$ cat src/sv/vdpd_pkg.sv
`timescale 1ns / 1ps
`default_nettype none

package vdpd_pkg;

    localparam int MAX_PIXELS    = 32768;
    localparam int MAX_ROW_WIDTH = 1024;

    localparam int BYTE_W        = 8;
    localparam int ROW_WIDTH_W   = 11;
    localparam int START_LEVEL_W = 8;
    localparam int CFG_DATA_W    = 11;
    localparam int CFG_INDEX_W   = 2;
    localparam int LEVEL_W       = 24;
    localparam int SIZE_W        = 4;
    localparam int MAG_W         = 8;
    localparam int DIFF_W        = 10;

    // one byte plus the zero-bit completion at a final byte closes at most four codes
    localparam int MAX_CODES     = 4;
    localparam int CODE_IDX_W    = $clog2(MAX_CODES);
    localparam int CODE_CNT_W    = $clog2(MAX_CODES + 1);

    localparam int QUEUE_DEPTH   = 4;

    localparam int COL_W         = $clog2(MAX_ROW_WIDTH);
    localparam int COL_CMP_W     = (COL_W + 1 > ROW_WIDTH_W) ? COL_W + 1 : ROW_WIDTH_W;
    localparam int PIX_W         = $clog2(MAX_PIXELS + 1);

    localparam logic [CFG_INDEX_W-1:0] REG_ROW_WIDTH        = 2'd0;
    localparam logic [CFG_INDEX_W-1:0] REG_ROW_RESET_ENABLE = 2'd1;
    localparam logic [CFG_INDEX_W-1:0] REG_START_LEVEL      = 2'd2;

    localparam logic [ROW_WIDTH_W-1:0]   RESET_ROW_WIDTH   = 11'd128;
    localparam logic [START_LEVEL_W-1:0] RESET_START_LEVEL = 8'd128;

    typedef struct packed {
        logic [SIZE_W-1:0] size;
        logic [MAG_W-1:0]  mag;
    } code_t;

    // all codes closed by one byte
    typedef struct packed {
        code_t [MAX_CODES-1:0]   codes;
        logic  [CODE_CNT_W-1:0]  cnt;
        logic                    fin;
    } rec_t;

    typedef struct packed {
        logic [ROW_WIDTH_W-1:0]   row_width;
        logic                     row_reset_enable;
        logic [START_LEVEL_W-1:0] start_level;
    } cfg_t;

endpackage

`default_nettype wire

$ cat src/sv/vlc_dpcm_pixel_decoder_unit.sv
`timescale 1ns / 1ps
`default_nettype none

// DPCM pixel decoder for a byte-wide, MSB-first variable-length bitstream.
// Each byte is split into its size-category codes in the cycle it is taken,
// and the codes it closes (up to four, counting the zero-bit padding of a code
// left open at a final byte) go as one entry into a four-entry queue. The
// accumulator stage takes one code per cycle and puts out one pixel per cycle,
// so every code a byte closes passes through it, codes past the pixel limit
// included although they yield nothing; a final byte that closes none passes
// through it too, and any other byte that closes none costs no accumulator time.
// With the queue empty, a taken byte is registered in the queue and its first
// pixel then in the output register. A pixel held by m_ready low stalls the
// accumulator stage. Bytes are taken every cycle while the queue has room;
// up to three codes can close inside a byte. Pixels past MAX_PIXELS in a frame
// are decoded but not delivered. Registers: index 0 row_width, 1
// row_reset_enable, 2 start_level; write them only while the block is idle.
module vlc_dpcm_pixel_decoder_unit (
    input  wire logic                                  aclk,
    input  wire logic                                  aresetn,
    input  wire logic                                  cfg_wr_en,
    input  wire logic [vdpd_pkg::CFG_INDEX_W-1:0]      cfg_index,
    input  wire logic [vdpd_pkg::CFG_DATA_W-1:0]       cfg_data,
    input  wire logic                                  s_valid,
    output logic                                       s_ready,
    input  wire logic [vdpd_pkg::BYTE_W-1:0]           s_stream_byte,
    input  wire logic                                  s_final_byte,
    output logic                                       m_valid,
    input  wire logic                                  m_ready,
    output logic signed [vdpd_pkg::LEVEL_W-1:0]        m_pixel_level,
    output logic                                       m_row_end,
    output logic                                       m_frame_end,
    output logic                                       m_last_of_run
);

    logic [vdpd_pkg::ROW_WIDTH_W-1:0]   row_width_reg;
    logic                               row_reset_enable_reg;
    logic [vdpd_pkg::START_LEVEL_W-1:0] start_level_reg;
    vdpd_pkg::cfg_t                     cfg;

    logic                               q_full, q_push, q_pop, q_empty;
    vdpd_pkg::rec_t                     q_wr_data, q_rd_data;

    always_ff @(posedge aclk) begin
        if (!aresetn) begin
            row_width_reg        <= vdpd_pkg::RESET_ROW_WIDTH;
            row_reset_enable_reg <= 1'b0;
            start_level_reg      <= vdpd_pkg::RESET_START_LEVEL;
        end else if (cfg_wr_en) begin
            unique case (cfg_index)
                vdpd_pkg::REG_ROW_WIDTH:
                    row_width_reg <= cfg_data[vdpd_pkg::ROW_WIDTH_W-1:0];
                vdpd_pkg::REG_ROW_RESET_ENABLE:
                    row_reset_enable_reg <= cfg_data[0];
                vdpd_pkg::REG_START_LEVEL:
                    start_level_reg <= cfg_data[vdpd_pkg::START_LEVEL_W-1:0];
                default: ;
            endcase
        end
    end

    assign cfg = '{row_width:        row_width_reg,
                   row_reset_enable: row_reset_enable_reg,
                   start_level:      start_level_reg};

    vdpd_front u_front (
        .aclk          (aclk),
        .aresetn       (aresetn),
        .s_valid       (s_valid),
        .s_ready       (s_ready),
        .s_stream_byte (s_stream_byte),
        .s_final_byte  (s_final_byte),
        .q_full        (q_full),
        .q_push        (q_push),
        .q_data        (q_wr_data)
    );

    vdpd_queue u_queue (
        .aclk    (aclk),
        .aresetn (aresetn),
        .push    (q_push),
        .wr_data (q_wr_data),
        .full    (q_full),
        .pop     (q_pop),
        .rd_data (q_rd_data),
        .empty   (q_empty)
    );

    vdpd_back u_back (
        .aclk          (aclk),
        .aresetn       (aresetn),
        .cfg           (cfg),
        .head          (q_rd_data),
        .q_empty       (q_empty),
        .q_pop         (q_pop),
        .m_valid       (m_valid),
        .m_ready       (m_ready),
        .m_pixel_level (m_pixel_level),
        .m_row_end     (m_row_end),
        .m_frame_end   (m_frame_end),
        .m_last_of_run (m_last_of_run)
    );

endmodule

`default_nettype wire

$ cat src/sv/vdpd_front.sv
`timescale 1ns / 1ps
`default_nettype none

module vdpd_front (
    input  wire logic                          aclk,
    input  wire logic                          aresetn,
    input  wire logic                          s_valid,
    output logic                               s_ready,
    input  wire logic [vdpd_pkg::BYTE_W-1:0]   s_stream_byte,
    input  wire logic                          s_final_byte,
    input  wire logic                          q_full,
    output logic                               q_push,
    output vdpd_pkg::rec_t                     q_data
);

    // prefix bits seen so far of the size-category code
    typedef enum logic [2:0] {
        PS_IDLE,
        PS_0,
        PS_1,
        PS_10,
        PS_11,
        PS_111,
        PS_1111,
        PS_11111
    } prefix_t;

    prefix_t                       prefix_reg, prefix_next;
    logic [vdpd_pkg::SIZE_W-1:0]   size_reg, size_next;
    logic [vdpd_pkg::MAG_W-1:0]    mag_reg, mag_next;
    logic [vdpd_pkg::SIZE_W-1:0]   left_reg, left_next;
    logic                          accept;

    always_comb begin
        prefix_t                         p;
        logic [vdpd_pkg::SIZE_W-1:0]     sz;
        logic [vdpd_pkg::MAG_W-1:0]      mg;
        logic [vdpd_pkg::SIZE_W-1:0]     lf;
        logic [vdpd_pkg::CODE_CNT_W-1:0] n;
        logic                            b;
        logic                            start;
        logic [vdpd_pkg::SIZE_W-1:0]     start_size;
        vdpd_pkg::rec_t                  rec;

        p          = prefix_reg;
        sz         = size_reg;
        mg         = mag_reg;
        lf         = left_reg;
        n          = '0;
        rec        = '0;
        b          = 1'b0;
        start      = 1'b0;
        start_size = '0;

        for (int i = vdpd_pkg::BYTE_W - 1; i >= 0; i--) begin
            b     = s_stream_byte[i];
            start = 1'b0;
            start_size = '0;
            if (lf != '0) begin
                mg = {mg[vdpd_pkg::MAG_W-2:0], b};
                lf = lf - 4'd1;
                if (lf == '0) begin
                    rec.codes[n[vdpd_pkg::CODE_IDX_W-1:0]] = '{size: sz, mag: mg};
                    n = n + 3'd1;
                end
            end else begin
                unique case (p)
                    PS_IDLE:  p = b ? PS_1 : PS_0;
                    PS_0: begin
                        start      = 1'b1;
                        start_size = b ? 4'd2 : 4'd1;
                    end
                    PS_1:     p = b ? PS_11 : PS_10;
                    PS_10: begin
                        start      = 1'b1;
                        start_size = b ? 4'd3 : 4'd0;
                    end
                    PS_11: begin
                        if (b) begin
                            p = PS_111;
                        end else begin
                            start      = 1'b1;
                            start_size = 4'd4;
                        end
                    end
                    PS_111: begin
                        if (b) begin
                            p = PS_1111;
                        end else begin
                            start      = 1'b1;
                            start_size = 4'd5;
                        end
                    end
                    PS_1111: begin
                        if (b) begin
                            p = PS_11111;
                        end else begin
                            start      = 1'b1;
                            start_size = 4'd6;
                        end
                    end
                    PS_11111: begin
                        start      = 1'b1;
                        start_size = b ? 4'd8 : 4'd7;
                    end
                endcase
                if (start) begin
                    p = PS_IDLE;
                    if (start_size == '0) begin
                        sz = '0;
                        rec.codes[n[vdpd_pkg::CODE_IDX_W-1:0]] = '{size: '0, mag: '0};
                        n = n + 3'd1;
                    end else begin
                        sz = start_size;
                        mg = '0;
                        lf = start_size;
                    end
                end
            end
        end

        // final byte: pad an open code with zero bits, then start a fresh frame
        if (s_final_byte) begin
            if (lf != '0) begin
                rec.codes[n[vdpd_pkg::CODE_IDX_W-1:0]] = '{size: sz, mag: mg << lf};
                n = n + 3'd1;
            end else if (p != PS_IDLE) begin
                unique case (p)
                    PS_0:     start_size = 4'd1;
                    PS_11:    start_size = 4'd4;
                    PS_111:   start_size = 4'd5;
                    PS_1111:  start_size = 4'd6;
                    PS_11111: start_size = 4'd7;
                    default:  start_size = 4'd0;
                endcase
                rec.codes[n[vdpd_pkg::CODE_IDX_W-1:0]] = '{size: start_size, mag: '0};
                n = n + 3'd1;
            end
            prefix_next = PS_IDLE;
            size_next   = '0;
            mag_next    = '0;
            left_next   = '0;
        end else begin
            prefix_next = p;
            size_next   = sz;
            mag_next    = mg;
            left_next   = lf;
        end

        rec.cnt = n;
        rec.fin = s_final_byte;
        q_data  = rec;
    end

    assign s_ready = !q_full;
    assign accept  = s_valid && s_ready;
    assign q_push  = accept && ((q_data.cnt != '0) || s_final_byte);

    always_ff @(posedge aclk) begin
        if (!aresetn) begin
            prefix_reg <= PS_IDLE;
            size_reg   <= '0;
            mag_reg    <= '0;
            left_reg   <= '0;
        end else if (accept) begin
            prefix_reg <= prefix_next;
            size_reg   <= size_next;
            mag_reg    <= mag_next;
            left_reg   <= left_next;
        end
    end

endmodule

`default_nettype wire

$ cat src/sv/vdpd_queue.sv
`timescale 1ns / 1ps
`default_nettype none

module vdpd_queue (
    input  wire logic            aclk,
    input  wire logic            aresetn,
    input  wire logic            push,
    input  vdpd_pkg::rec_t       wr_data,
    output logic                 full,
    input  wire logic            pop,
    output vdpd_pkg::rec_t       rd_data,
    output logic                 empty
);

    localparam int PTR_W = $clog2(vdpd_pkg::QUEUE_DEPTH);
    localparam int CNT_W = $clog2(vdpd_pkg::QUEUE_DEPTH + 1);

    vdpd_pkg::rec_t     entries_reg [vdpd_pkg::QUEUE_DEPTH];
    logic [PTR_W-1:0]   wr_ptr_reg, wr_ptr_next;
    logic [PTR_W-1:0]   rd_ptr_reg, rd_ptr_next;
    logic [CNT_W-1:0]   count_reg, count_next;
    logic               do_push, do_pop;

    assign full    = (count_reg == CNT_W'(vdpd_pkg::QUEUE_DEPTH));
    assign empty   = (count_reg == '0);
    assign do_push = push && !full;
    assign do_pop  = pop && !empty;
    assign rd_data = entries_reg[rd_ptr_reg];

    always_comb begin
        wr_ptr_next = do_push ? wr_ptr_reg + PTR_W'(1) : wr_ptr_reg;
        rd_ptr_next = do_pop  ? rd_ptr_reg + PTR_W'(1) : rd_ptr_reg;
        count_next  = count_reg;
        if (do_push && !do_pop) begin
            count_next = count_reg + CNT_W'(1);
        end else if (do_pop && !do_push) begin
            count_next = count_reg - CNT_W'(1);
        end
    end

    always_ff @(posedge aclk) begin
        if (!aresetn) begin
            wr_ptr_reg <= '0;
            rd_ptr_reg <= '0;
            count_reg  <= '0;
        end else begin
            wr_ptr_reg <= wr_ptr_next;
            rd_ptr_reg <= rd_ptr_next;
            count_reg  <= count_next;
        end
    end

    always_ff @(posedge aclk) begin
        if (do_push) begin
            entries_reg[wr_ptr_reg] <= wr_data;
        end
    end

endmodule

`default_nettype wire

$ cat src/sv/vdpd_back.sv
`timescale 1ns / 1ps
`default_nettype none

module vdpd_back (
    input  wire logic                                  aclk,
    input  wire logic                                  aresetn,
    input  vdpd_pkg::cfg_t                             cfg,
    input  vdpd_pkg::rec_t                             head,
    input  wire logic                                  q_empty,
    output logic                                       q_pop,
    output logic                                       m_valid,
    input  wire logic                                  m_ready,
    output logic signed [vdpd_pkg::LEVEL_W-1:0]        m_pixel_level,
    output logic                                       m_row_end,
    output logic                                       m_frame_end,
    output logic                                       m_last_of_run
);

    localparam int COL_W = vdpd_pkg::COL_W;
    localparam int CMP_W = vdpd_pkg::COL_CMP_W;
    localparam int PIX_W = vdpd_pkg::PIX_W;
    localparam int LVL_W = vdpd_pkg::LEVEL_W;

    logic [vdpd_pkg::CODE_IDX_W-1:0] idx_reg, idx_next;
    logic signed [LVL_W-1:0]         acc_reg, acc_next;
    logic [COL_W-1:0]                col_reg, col_next;
    logic [PIX_W-1:0]                pix_reg, pix_next;

    logic                            valid_reg, valid_next;
    logic signed [LVL_W-1:0]         level_reg;
    logic                            row_end_reg, frame_end_reg, last_reg;

    vdpd_pkg::code_t                 code;
    logic [vdpd_pkg::MAG_W:0]        size_mask;
    logic                            neg;
    logic signed [vdpd_pkg::DIFF_W-1:0] diff;
    logic [CMP_W-1:0]                width_eff;
    logic                            empty_rec, go, can_emit, emit, last_code, hits_max;
    logic signed [LVL_W-1:0]         base;
    logic signed [LVL_W:0]           sum;
    logic signed [LVL_W-1:0]         sat;
    logic [CMP_W-1:0]                col_inc;
    logic                            row_end;
    logic [PIX_W-1:0]                pix_inc;
    logic                            run_last;

    always_comb begin
        code      = head.codes[idx_reg];
        // low half of the range maps to negative differences
        size_mask = (9'(1) << code.size) - 9'(1);
        neg       = (code.size != '0) && (code.size <= 4'd8)
                    && !code.mag[3'(code.size - 4'd1)];
        diff      = neg ? ($signed({2'b00, code.mag}) - $signed({1'b0, size_mask}))
                        : $signed({2'b00, code.mag});

        if (cfg.row_width == '0) begin
            width_eff = CMP_W'(1);
        end else if (CMP_W'(cfg.row_width) > CMP_W'(vdpd_pkg::MAX_ROW_WIDTH)) begin
            width_eff = CMP_W'(vdpd_pkg::MAX_ROW_WIDTH);
        end else begin
            width_eff = CMP_W'(cfg.row_width);
        end

        empty_rec = (head.cnt == '0);
        go        = !q_empty && (!valid_reg || m_ready);
        can_emit  = (pix_reg < PIX_W'(vdpd_pkg::MAX_PIXELS));
        emit      = go && !empty_rec && can_emit;
        last_code = empty_rec
                    || ({1'b0, idx_reg} == head.cnt - vdpd_pkg::CODE_CNT_W'(1));

        if ((pix_reg == '0) || (cfg.row_reset_enable && (col_reg == '0))) begin
            base = LVL_W'(cfg.start_level);
        end else begin
            base = acc_reg;
        end
        sum = (LVL_W + 1)'(base) + (LVL_W + 1)'(diff);
        if (sum[LVL_W] != sum[LVL_W-1]) begin
            sat = sum[LVL_W] ? {1'b1, {(LVL_W - 1){1'b0}}} : {1'b0, {(LVL_W - 1){1'b1}}};
        end else begin
            sat = sum[LVL_W-1:0];
        end

        col_inc  = CMP_W'(col_reg) + CMP_W'(1);
        row_end  = (col_inc >= width_eff);
        pix_inc  = pix_reg + PIX_W'(1);
        hits_max = (pix_inc == PIX_W'(vdpd_pkg::MAX_PIXELS));
        // later codes of this byte are dropped once the limit is reached
        run_last = last_code || hits_max;

        acc_next = acc_reg;
        col_next = col_reg;
        pix_next = pix_reg;
        idx_next = idx_reg;
        if (go) begin
            if (emit) begin
                acc_next = sat;
                col_next = row_end ? '0 : col_inc[COL_W-1:0];
                pix_next = pix_inc;
            end
            if (last_code) begin
                idx_next = '0;
                if (head.fin) begin
                    col_next = '0;
                    pix_next = '0;
                end
            end else begin
                idx_next = idx_reg + vdpd_pkg::CODE_IDX_W'(1);
            end
        end

        valid_next = valid_reg;
        if (m_ready) begin
            valid_next = 1'b0;
        end
        if (emit) begin
            valid_next = 1'b1;
        end
    end

    assign q_pop = go && last_code;

    always_ff @(posedge aclk) begin
        if (!aresetn) begin
            idx_reg   <= '0;
            acc_reg   <= LVL_W'(vdpd_pkg::RESET_START_LEVEL);
            col_reg   <= '0;
            pix_reg   <= '0;
            valid_reg <= 1'b0;
        end else begin
            idx_reg   <= idx_next;
            acc_reg   <= acc_next;
            col_reg   <= col_next;
            pix_reg   <= pix_next;
            valid_reg <= valid_next;
        end
    end

    always_ff @(posedge aclk) begin
        if (emit) begin
            level_reg     <= sat;
            row_end_reg   <= row_end;
            frame_end_reg <= head.fin && run_last;
            last_reg      <= run_last;
        end
    end

    assign m_valid       = valid_reg;
    assign m_pixel_level = level_reg;
    assign m_row_end     = row_end_reg;
    assign m_frame_end   = frame_end_reg;
    assign m_last_of_run = last_reg;

endmodule

`default_nettype wire
$ cat config.mk
export PLATFORM = sky130hd
export DESIGN_NAME = vlc_dpcm_pixel_decoder_unit
export DESIGN_NICKNAME = d
export VERILOG_FILES = /design/src/sv/vdpd_pkg.sv /design/src/sv/vlc_dpcm_pixel_decoder_unit.sv /design/src/sv/vdpd_front.sv /design/src/sv/vdpd_queue.sv /design/src/sv/vdpd_back.sv
export SDC_FILE = /design/constraint.sdc
export NUM_CORES = 1
export LEC_CHECK = 0
export BUFFER_PORTS_ARGS = -buffer_cell sky130_fd_sc_hd__buf_2
export CORE_MARGIN = 3
export CORE_UTILIZATION = 30
export DETAILED_ROUTE_END_ITERATION = 8
export GPL_ROUTABILITY_DRIVEN = 0
export SYNTH_ARGS = -nofsm -noshare
export SYNTH_HDL_FRONTEND = slang
export SYNTH_SLANG_ARGS = --single-unit
$ cat constraint.sdc
create_clock -name aclk -period 17.4 [get_ports aclk]
set_input_delay 0.87 -clock aclk [delete_from_list [all_inputs] [get_ports aclk]]
set_output_delay 0.87 -clock aclk [all_outputs]
set_load 0.1 [all_outputs]
==> results.env <==
NUMCTSBUFFERS=38
PRE_CTS_SLACK_NS=1.67
PATH_CLASS='reg -> reg'
TRITONCTS='built'
DATA_ARRIVAL_TIME_OF_THE_CRITICAL_PATH_NS=15.78
FP-ROW-COUNT=106
POST_SYNTH.CELL_AREA_AVG_UM2=8.88
MAPPEDNETLISTNETS=3046
FINAL.SETUP.WORST_SLACK_NS=1.80
LARGEST_REG_FLOPS=208
CP-END-KIND='register'
HTREE_DEPTH=2
WORST_EP_REQUIRED_TIME_NS=17.58
ROUTE.DETAILED.DRC=0
POST_SYNTHESIS_CELL_TYPE_COUNT=118
GLOBAL_ROUTE_WIRE_LENGTH_BEFORE_REPAIR_MM=122
WL_PER_CELL_UM=19.5
FMAXACHIEVABLE_MHz=64.1
PLACED_CELLS_INCL_TAPS=3933
INITIAL_CORE_UTIL_PCT=30.6
VIAS=22900
SYNTHESIS.YOSYS.WARNINGS=0
PERIOD_SHARE_PCT=89.7
CRITPATHMAXFANOUT=29
WORST_HOLD_STARTPOINT='u_back.acc_reg[16]$_SDFFE_PN0P_'
MULTI_INPUT_COMB_AREA_UM2=15500
DETAILEDPLACEMENTHPWL_MM=57.4
ROOT_BUFFER='sky130_fd_sc_hd__clkbuf_16'
SYNTHCELLS=2908
DRT_FIRST_ITER_VIOLATIONS=2456
TIMING.HOLD.WORST.CLASS='reg -> reg'
PIN_COUNT=56
SEQCELLAREA_UM2=9080
IO_BUFFER_COUNT=55
DRTPASS1ITERATIONS=8
GLOBALROUTEMET1UTIL_PCT=23.6
SHARE_OF_THE_CORE_FILLED_WITH_CELLS_IN_THE_FINAL_LAYOUT_PCT=33.3
CRITICAL-PATH-MAX-STAGE-DELAY_NS=0.73
FLOORPLAN.DIE.HEIGHT_UM=299
NETLIST_TOP_CELLS_AREA='sky130_fd_sc_hd__edfxtp_1 (27%), sky130_fd_sc_hd__dfxtp_1 (7.8%), sky130_fd_sc_hd__mux4_2 (5.7%), sky130_fd_sc_hd__ha_1 (5.2%), sky130_fd_sc_hd__nand2_1 (4.3%)'
DRIVE_GT1_SHARE_PCT=11.0
GRT_START_MAX_NET_PINS=69
CTSRESIZECOUNT=0
SETUP_VIOL=0
GLOBALROUTE.BUSIESTLAYER='met2'
CORE_UM2=84500
TRACK_USAGE_PCT=16.7
OUTCOME='finished, final reports clean'
FINISH.CELL_COUNT_WITHOUT_FILLERS=4000
GLOBALROUTE.TOTALOVERFLOW=0
TOP_LIBRARY_CELLS_BY_USAGE_IN_THE_LAYOUT_FILL_AND_TAPS_ASIDE='sky130_fd_sc_hd__nand2_1 (296), sky130_fd_sc_hd__nor2_1 (291), sky130_fd_sc_hd__edfxtp_1 (235)'
OVERALL_DIE_AREA_UM2=89700
CLKSINKCOUNT=336
FINAL_ANT_VIOL_NETS=0
FILL_COUNT=8719
YS.FLOP_TYPE='sky130_fd_sc_hd__edfxtp_1'
HOLD_VIOLATIONS=0
YOSYSTOPAREACELL='sky130_fd_sc_hd__edfxtp_1'
INSERTEDDIODECOUNT=0
FIN_SKEW_NS=0.0180
GLOBALROUTEMET2UTIL_PCT=26.3
CLKTRANSATPATHREGS_NS=0.06
ANTENNA_FOUND_INITIAL=0
CTS.HOLD.BUFFERS_ADDED=0
SETUP.WORST_PATH.START_CLASS='register'
SYNTH-EDFF-COUNT=235
LAYOUT-AREA-OVERHEAD-VS-SYNTH_PCT=9.02
FINAL_MAX_SLEW_VIOL_COUNT=0
GRT_SETUP_UNREPAIRED='false'
CP_SLOWEST_CELL='sky130_fd_sc_hd__and2_2'
DETAIL_ROUTE.VIAS_PER_CELL=5.73
SYNTH_AREA_UM2=25800
GR-USAGE-MET3_PCT=2.22
POSTSYNTH.ASYNCRESETSHARE_PCT=0
TOTALWIRELENGTH_MM=78.0
FINALSETUPTNS_NS=0
SYNTHDOMINANTCELLAREASHARE_PCT=27.3
WORST_SKEW_PAIR.LATE_LATENCY_NS=0.53
FINALCRITICALPERIOD_NS=15.60
CRIT_PATH_FREQUENT_CELL='sky130_fd_sc_hd__ha_1'
WORSTREG2REGSTART='u_front.left_reg[0]$_SDFFE_PN0P_'
FIRST_GLOBAL_VIAS=21300
SLEW-LIMIT-HEADROOM_PCT=22.9
POST-CTS-SETUP-BUFFERS=0
MAX_CAP_VIOLATIONS=0
PORTION_OF_THE_POST_SYNTHESIS_AREA_USED_BY_SEQUENTIAL_ELEMENTS_PCT=35.1
FINAL_NET_COUNT=2977
TIMING.CRITICAL_PATH.FROM='u_front.left_reg[0]$_SDFFE_PN0P_'
MAX-CLOCK-PATH-BUFFERS=3
CHIPWIDTH_UM=299
LAYOUT_COMMONEST_CELL='sky130_fd_sc_hd__nand2_1'
YS_FF_LATCH=336
ACTUAL_SLEW_AT_THE_WORST_MAX_SLEW_PIN_NS=1.15
-- cells by family (layout without fill, tap and decap cells) --
| kind of cell | count (synthesis) | count (layout) | synth area share [%] |
|---|---|---|---|
| and+or+nand+nor | 1028 | 1028 | 19.1 |
| adders and majority gates | 127 | 127 | 6.08 |
| muxes | 140 | 140 | 8.65 |
| DFF | 336 | 336 | 35.1 |
| buffers and inverters | 296 | 254 | 4.77 |
| xor gates and xnor gates | 84 | 84 | 2.85 |
| AOI/OAI and AO/OA | 897 | 897 | 23.4 |
-- path summary, 6_finish.rpt --
check / endpoint / slack [ns] / depth (start not counted)
setup / recovery: u_queue.entries_reg[3][46]$_DFFE_PP_ / 1.80 / 53
hold / removal: u_back.acc_reg[16]$_SDFFE_PN0P_ / 0.45 / 2
setup reg to reg: u_queue.entries_reg[3][46]$_DFFE_PP_ / 1.80 / 53
hold reg to reg: u_back.acc_reg[16]$_SDFFE_PN0P_ / 0.45 / 2
-- layer usage --
metal | wire length [um] | part of all wire [%]
met3 | 6250 | 8.0
met1 | 34100 | 44
met4 | 2830 | 3.6
met2 | 34800 | 45
met5 | 0 | 0
-- cell usage after synthesis, types with 11 or more instances --
| library cell | number |
|---|---|
| sky130_fd_sc_hd__nand2_1 | 296 |
| sky130_fd_sc_hd__nor2_1 | 291 |
| sky130_fd_sc_hd__edfxtp_1 | 235 |
| sky130_fd_sc_hd__a21oi_1 | 171 |
| sky130_fd_sc_hd__o21ai_0 | 168 |
| sky130_fd_sc_hd__o22ai_1 | 142 |
| sky130_fd_sc_hd__clkbuf_1 | 136 |
| sky130_fd_sc_hd__ha_1 | 108 |
| sky130_fd_sc_hd__dfxtp_1 | 101 |
| sky130_fd_sc_hd__inv_1 | 91 |
| sky130_fd_sc_hd__a22oi_1 | 77 |
| sky130_fd_sc_hd__and2_1 | 72 |
| sky130_fd_sc_hd__nor3_1 | 70 |
| sky130_fd_sc_hd__mux4_2 | 65 |
| sky130_fd_sc_hd__nor2b_1 | 61 |
| sky130_fd_sc_hd__mux2i_1 | 60 |
| sky130_fd_sc_hd__nand3_1 | 60 |
| sky130_fd_sc_hd__xnor2_1 | 58 |
| sky130_fd_sc_hd__buf_2 | 43 |
| sky130_fd_sc_hd__a211oi_1 | 36 |
| sky130_fd_sc_hd__a21o_1 | 33 |
| sky130_fd_sc_hd__nand2b_1 | 28 |
| sky130_fd_sc_hd__xor2_1 | 26 |
| sky130_fd_sc_hd__or2_2 | 24 |
| sky130_fd_sc_hd__a31oi_1 | 23 |
| sky130_fd_sc_hd__nand4_1 | 21 |
| sky130_fd_sc_hd__and3_1 | 19 |
| sky130_fd_sc_hd__or3_1 | 18 |
| sky130_fd_sc_hd__o211ai_1 | 17 |
| sky130_fd_sc_hd__maj3_1 | 16 |
| sky130_fd_sc_hd__o21a_1 | 16 |
| sky130_fd_sc_hd__mux2_2 | 15 |
| sky130_fd_sc_hd__nor4_1 | 15 |
| sky130_fd_sc_hd__a21boi_0 | 14 |
| sky130_fd_sc_hd__a2bb2oi_1 | 12 |
| sky130_fd_sc_hd__buf_1 | 12 |
| sky130_fd_sc_hd__a311oi_1 | 11 |
-- stage by stage --
step / hold slack, ns / area (um2)
detailed placement: 0.439 / 27000
floorplan: 0.417 / 25800
global route: 0.482 / 28200
finish: 0.446 / 28200
CTS: 0.451 / 28200
global placement: 0.427 / 27000
-- layout make-up --
cell class	instances	share of cell area, %
tap	1134	5.04
clock inverter	18	0.555
timing repair buffer	91	1.94
multi-input combinational	2276	55.2
inverter	96	1.29
sequential	336	32.3
clock buffer	49	3.71
-- worst max-delay path: cells and delay by family (launching register included) --
kind | cells | cell delay, ns
mux | 1 | 0.16
xor+xnor | 1 | 0.37
compound gates | 21 | 5.52
buf+inv | 10 | 1.81
simple gates | 12 | 4.73
flops | 1 | 0.37
fa+ha+maj | 8 | 2.20
Power is left out: the tool's default activity adds up to more than one toggle a clock period on the data nets, which glitch-free logic cannot reach.
